--- config.mk ---
export PLATFORM = sky130hd
export DESIGN_NAME = ppsk_div
export DESIGN_NICKNAME = d
export VERILOG_FILES = /design/src/hw/rtl/ppsk_pkg.sv /design/src/hw/rtl/ppsk_div.sv
export SDC_FILE = /design/constraint.sdc
export NUM_CORES = 2
export LEC_CHECK = 0
export BUFFER_PORTS_ARGS = -buffer_cell sky130_fd_sc_hd__buf_4
export CAP_MARGIN = 20
export CORE_MARGIN = 8
export CORE_UTILIZATION = 57
export DETAILED_ROUTE_END_ITERATION = 8
export GPL_TIMING_DRIVEN = 0
export PLACE_DENSITY = 0.87
export RECOVER_POWER = 25
export SYNTH_ARGS = -nofsm -noshare
export SYNTH_HDL_FRONTEND = slang
export SYNTH_SLANG_ARGS = --single-unit
--- constraint.sdc ---
create_clock -name clk -period 3.6 [get_ports clk]
set_clock_uncertainty 0.15 [all_clocks]
set_input_delay 0.54 -clock clk [delete_from_list [all_inputs] [get_ports clk]]
set_output_delay 0.54 -clock clk [all_outputs]
set_load 0.1 [all_outputs]
--- src/hw/rtl/ppsk_pkg.sv ---
// Package: constants, codes and types of the per-pixel Kalman denoiser.
package ppsk_pkg;

    localparam int MAX_ELEMENTS_DEF = 262144;
    localparam int CHANNELS_DEF     = 4;

    localparam int PC_W   = 17;
    localparam int COV_W  = 32;
    localparam int EST_W  = 16;
    localparam int GAIN_W = 17;
    localparam int SUM_W  = 33;

    localparam logic [PC_W-1:0]  PIXEL_COUNT_RST = 17'd65536;
    localparam logic [COV_W-1:0] NOISE_RST       = 32'd65536;
    localparam logic [GAIN_W-1:0] GAIN_ONE       = 17'd65536;

    localparam logic OP_FILTER = 1'b0;
    localparam logic OP_CLEAR  = 1'b1;

    typedef enum logic [1:0] {
        REG_PIXEL_COUNT        = 2'd0,
        REG_PROCESS_NOISE      = 2'd1,
        REG_MEASUREMENT_NOISE  = 2'd2,
        REG_INITIAL_COVARIANCE = 2'd3
    } ppsk_reg_t;

    typedef struct packed {
        logic [COV_W-1:0] pred;
        logic [EST_W-1:0] est;
        logic [7:0]       z;
        logic             last;
    } ppsk_tag_t;

endpackage

--- src/hw/rtl/ppsk_div.sv ---
// Pipelined restoring divider forming the Kalman gain, one quotient bit per stage.
module ppsk_div #(
    parameter int IDX_W = 18
) (
    input  logic                      clk,
    input  logic                      rst_n,
    input  logic                      en,
    input  logic                      in_valid,
    input  logic [ppsk_pkg::SUM_W-1:0] in_sum,
    input  ppsk_pkg::ppsk_tag_t       in_tag,
    input  logic [IDX_W-1:0]          in_idx,
    input  logic [IDX_W-1:0]          probe_idx,
    output logic                      probe_hit,
    output logic                      busy,
    output logic                      out_valid,
    output logic [ppsk_pkg::GAIN_W-1:0] out_gain,
    output ppsk_pkg::ppsk_tag_t       out_tag,
    output logic [IDX_W-1:0]          out_idx
);
    import ppsk_pkg::*;

    localparam int NS  = GAIN_W;
    localparam int REM_W = SUM_W + 1;

    logic                valid_reg [NS];
    logic [REM_W-1:0]    rem_reg   [NS];
    logic [GAIN_W-1:0]   quo_reg   [NS];
    logic [SUM_W-1:0]    sum_reg   [NS];
    ppsk_tag_t           tag_reg   [NS];
    logic [IDX_W-1:0]    idx_reg   [NS];
    logic [NS-1:0]       hit_vec;
    logic [NS-1:0]       busy_vec;

    genvar k;
    generate
        for (k = 0; k < NS; k++)
        begin : g_stage
            logic [REM_W-1:0]  rem_in;
            logic [GAIN_W-1:0] quo_in;
            logic [SUM_W-1:0]  sum_in;
            logic              vld_in;
            ppsk_tag_t         tag_in;
            logic [IDX_W-1:0]  idx_in;
            logic              ge;
            logic [REM_W-1:0]  diff;

            if (k == 0)
            begin : g_first
                assign rem_in = {{(REM_W-COV_W){1'b0}}, in_tag.pred};
                assign quo_in = '0;
                assign sum_in = in_sum;
                assign vld_in = in_valid;
                assign tag_in = in_tag;
                assign idx_in = in_idx;
            end
            else
            begin : g_rest
                assign rem_in = rem_reg[k-1];
                assign quo_in = quo_reg[k-1];
                assign sum_in = sum_reg[k-1];
                assign vld_in = valid_reg[k-1];
                assign tag_in = tag_reg[k-1];
                assign idx_in = idx_reg[k-1];
            end

            assign ge   = rem_in >= {1'b0, sum_in};
            assign diff = ge ? rem_in - {1'b0, sum_in} : rem_in;

            always_ff @(posedge clk or negedge rst_n)
            begin
                if (!rst_n)
                begin
                    valid_reg[k] <= 1'b0;
                end
                else if (en)
                begin
                    valid_reg[k] <= vld_in;
                end
            end

            always_ff @(posedge clk)
            begin
                if (en)
                begin
                    rem_reg[k] <= {diff[REM_W-2:0], 1'b0};
                    quo_reg[k] <= {quo_in[GAIN_W-2:0], ge};
                    sum_reg[k] <= sum_in;
                    tag_reg[k] <= tag_in;
                    idx_reg[k] <= idx_in;
                end
            end

            assign hit_vec[k]  = valid_reg[k] && (idx_reg[k] == probe_idx);
            assign busy_vec[k] = valid_reg[k];
        end
    endgenerate

    assign probe_hit = |hit_vec;
    assign busy      = |busy_vec;
    assign out_valid = valid_reg[NS-1];
    assign out_gain  = (sum_reg[NS-1] == '0) ? '0 : quo_reg[NS-1];
    assign out_tag   = tag_reg[NS-1];
    assign out_idx   = idx_reg[NS-1];

endmodule

Yosys cells after proc, flatten, opt, wreduce, memory -nomap -nowiden
Memory sizes are Yosys's and may differ from the RTL's.
Cells that the tools add are included.
{ "totals": {"out_inout_bits": 95, "in_bits": 130, "regBits": 17, "n_memories": 5, "wordCells": 113, "ram_bits": 2686} }
{ "memory_table": {"columns": ["name", "words", "width", "rd", "rd_ports_with_merged_regs", "wr", "line_no", "text"], "rows": [
  ["tag_reg", 17, 57, 17, 0, 17, "ppsk_div.sv:29", "ppsk_tag_t tag_reg [NS];"],
  ["rem_reg", 17, 33, 16, 0, 17, "ppsk_div.sv:26", "logic [REM_W-1:0] rem_reg [NS];"],
  ["sum_reg", 17, 33, 17, 0, 17, "ppsk_div.sv:28", "logic [SUM_W-1:0] sum_reg [NS];"],
  ["idx_reg", 17, 18, 17, 0, 17, "ppsk_div.sv:30", "logic [IDX_W-1:0] idx_reg [NS];"],
  ["quo_reg", 17, 17, 17, 0, 17, "ppsk_div.sv:27", "logic [GAIN_W-1:0] quo_reg [NS];"]
]} }
{ "classes": {"n_mux": 20, "eq_ne": 17, "reduce_logical": 20, "add_sub_neg": 17, "order_cmp": 17} }
{ "op_table": {"columns": ["op", "count"], "rows": [
  ["two-way mux 33 bit", 17],
  ["greater-or-equal comparator 34 x 33 -> 1 bit", 16],
  ["subtractor 33 bit", 16],
  ["== test 18 bit", 17],
  ["OR reduction 17 bit", 2],
  ["greater-or-equal comparator 32 x 33 -> 1 bit", 1],
  ["zero test 33 bit", 1],
  ["subtractor 32 x 33 -> 33 bit", 1],
  ["logical AND 1 bit", 17],
  ["two-way mux 17 bit", 1],
  ["two-way mux 1 bit", 2]
]} }

Logic depth before layout (Yosys ltp)
An unclocked memory read counts as a cell.
{ "logic_depth": {"word_depth": 4, "mapped_depth": 16, "depth_no_buf": 13} }

Least setup slack after synthesis
Ideal clock, no wire load.
{ "synth_path": {"path_type": "register to register", "startpoint": "memory rem_reg[0][364] in the netlist's numbering", "endpoint": "memory rem_reg[0][401] in the netlist's numbering, data pin", "t_arrival_ns": 3.202, "path_buffers": 2, "path_stages_with_launch": 13, "slack_ns": -0.014, "period_less_slack_ns": 3.614, "required_ns": 3.188, "setup_time_ns": 0.262, "cell_sequence": "edfxtp_1 -> ha_1 -> nor2b_1 -> o31a_1 -> o31a_1 -> a221oi_4 -> nor3_2 -> o31a_1 -> a31oi_1 -> o311a_1 -> buf_4 -> buf_6 -> mux2_1"} }
{ "synth_rtl": {"columns": ["element", "line_no"], "rows": [
  ["start, declared", "ppsk_div.sv:26"]
]} }

==> results.md <==
* Area leader, netlist: edfxtp_1
* I/O Buffers at 206
* Dpl hpwl at 186000 um
* RSZ-0062 raised after global routing: true
* Syn nets at 9184
* Leakage at 51.3 nW
* Pwr per Cell Area at 834 nW/um2
* Max reg flops at 969
* Hold Worst Slack at 80.9 ps
* Root buf cell: clkbuf_16
* Count leader, synth: edfxtp_1
* Hold WC Path Type: input pin to flop
* First-pass GRT wire length at 414000 um
* Post-route ant nets at 0
* Synth top area cells: edfxtp_1 65%, ha_1 6.0%, xnor2_1 4.5%, mux2_2 2.9%, a21oi_1 2.6%
* Post-layout util at 0.664
* WL final at 276000 um
* Worst-Skew Late Latency at 950 ps
* Initial Util at 0.574
* Vias in the first global route at 72855
* CP Class: flop to flop
* Arr. time, crit path at 4230 ps
* Outcome: complete, but fails checks
* Final Hold Fails at 0
* Crit share post-route at 1.05
* Layout area overhead at 15.7%
* Final Wtd Congestion at 0.970
* Peak supply drop at 0.552 mV
* Die ar. at 218000 um2
* Synth async-reset ratio at 0.00671
* Synth cell types at 85
* Clock period minus worst slack at 3790 ps
* Multi-input logic area at 38300 um2
* Post-synthesis cell count at 8479
* Max-slew violations at 150
* CP startpoint kind: flop
* Reg area at 76000 um2
* CP Capture Type: flop
* Final WS setup at -193 ps
* Setup violators final at 61
* Gr usage total at 0.244
* Worst Path Max Fanout at 8
* Total grt overflow at 0
* Synthesis Warnings at 0
* H-tree depth at 5
* Avg Inst Size Synth at 13.7 um2
* Post-synth EDFFs at 2517
* First-pass detailed-route iteration total at 6
* Maxcap violations at 2
* Least-Margin Pin Slew at 1970 ps
* Standard-cell rows at 165
* Setup TNS at -5270 ps
* Post-synthesis sequential area ratio at 0.654
* Area of the core at 202000 um2
* Wire per inst at 22.9 um
* Vias at 71733
* Layout cell share with drive strength beyond 1 at 0.147
* Largest net degree at the start of global routing at 213
* Syn Std Cell Area at 116000 um2
* CTS tree: done
* Clock sink count at 2534
* Initial antenna violation count at 12
* Failing checks: capacitance limit, slew limit, setup timing
* Synth top cells by count: 2517 x edfxtp_1, 703 x inv_1, 602 x a21oi_1
* Inserted Clock Buffers at 275
* Vias per cell at 5.95
* Nets at 9902
* Reg clk slew, reported paths at 70 ps
* # IOs at 225
* Prevailing post-synth register cell: edfxtp_1
* FILL cells at 13823
* Relative slew margins at -0.316
* Max Freq at 0.264 GHz
* Die extent in y at 467 um
* Area share of the largest cell type after synthesis at 0.651
* Clk buf depth at 4
* CP required at 4030 ps
* Residual DRC at 0
* First DRT Iteration DRCs at 6301
* Die X at 467 um
* Synthesized flop and latch total at 2534
-- logic make-up after synthesis --
group,Yosys count,synth area share
DFF,2534,0.654
AOI/OAI and AO/OA,1768,0.0963
and+or+nand+nor,1581,0.0664
buffers and inverters,931,0.0305
xor gates and xnor gates,744,0.0561
adders and majority gates,575,0.0630
muxes,346,0.0333
-- cell type report --
type | instances | area share
multi-input cells | 5014 | 0.285
flip-flops and latches | 2534 | 0.565
repair buffers | 463 | 0.0309
plain buffers | 203 | 0.00929
clock buffers | 316 | 0.0538
diodes | 10 | 0.000186
well taps | 2672 | 0.0249
inverters | 706 | 0.0198
clock inverters | 144 | 0.0106
-- cell usage in the layout, fill, tap and decap left out, types with 48 or more instances in the layout --
| cell | synthesis | final |
|---|---|---|
| nand3_1 | 128 | 123 |
| o21bai_1 | 60 | 57 |
| nand2b_1 | 58 | 58 |
| edfxtp_1 | 2517 | 2517 |
| inv_1 | 703 | 697 |
| o21ai_0 | 322 | 299 |
| buf_4 | 1 | 203 |
| mux2_2 | 299 | 295 |
| a31oi_1 | 57 | 48 |
| dlygate4sd3_1 | 0 | 112 |
| nand4_1 | 181 | 181 |
| nor2_1 | 444 | 438 |
| nand2_1 | 369 | 365 |
| a21o_1 | 264 | 264 |
| and3_1 | 50 | 48 |
| a21oi_1 | 602 | 566 |
| nor3_1 | 84 | 76 |
| ha_1 | 559 | 536 |
| nor2b_1 | 87 | 67 |
| xor2_1 | 147 | 147 |
| o21a_1 | 95 | 94 |
| clkbuf_4 | 0 | 51 |
| xnor2_1 | 597 | 591 |
| clkbuf_1 | 182 | 194 |
| clkbuf_16 | 0 | 286 |
-- worst max-delay path, stage by stage (launching register included) --
cell,delay (ps)
edfxtp_1,430
ha_4,300
a21o_1,180
a21o_1,190
a221o_1,400
a221o_1,370
o31a_1,350
a31oi_4,210
o311a_1,180
buf_6,180
buf_12,150
mux2_4,380
-- power by group --
| group | internal (mW) | switching (mW) | total (mW) |
|---|---|---|---|
| Sequential | 39.3 | 2.95 | 42.2 |
| Clock | 16.2 | 11.3 | 27.5 |
| Combinational | 18.2 | 24.2 | 42.4 |
| Total | 73.7 | 38.4 | 112 |
-- metal layers --
metal  track usage  part of all wire
met5             0           0.00029
met4         0.148             0.072
met3        0.0401             0.060
met1         0.273              0.36
met2         0.436              0.50
-- what timing repair did --
| action | CTS | global route |
|---|---|---|
| hold buffers | 113 | 0 |
| endpoints found under the setup margin | 727 | 466 |
| gates resized for setup | 422 | 218 |
| pin swaps | 48 | 69 |
| hold endpoints to repair | 231 | 0 |
| buffers inserted | 70 | 49 |
| cloned | 6 | 2 |
-- worst paths after layout --
kind                                      start                end  slack, ps  depth (start not counted)
worst min-delay path                 in_tag[25]      rem_reg[0][0]         80                          4
worst max register to register  rem_reg[0][377]    rem_reg[0][425]       -190                         11
worst max-delay path            rem_reg[0][377]    rem_reg[0][425]       -190                         11
max in group asynchronous                 rst_n  g_stage[5].vld_in       2140                          3
worst min register to register  tag_reg[0][757]    tag_reg[0][814]        230                          0
min in group asynchronous                 rst_n          out_valid        660                          3
-- stage by stage --
stage	power (mW)	cell area, um2	instances	setup slack (ps)
global route	117	134000	12056	-251
global placement	80.2	121000	11357	-20140
finish	112	134000	12062	-193
detailed placement	80.0	121000	11376	-2200
floorplan	68.8	116000	8479	2.26
CTS	111	134000	12020	-205
(Power assumes the default switching activity.)
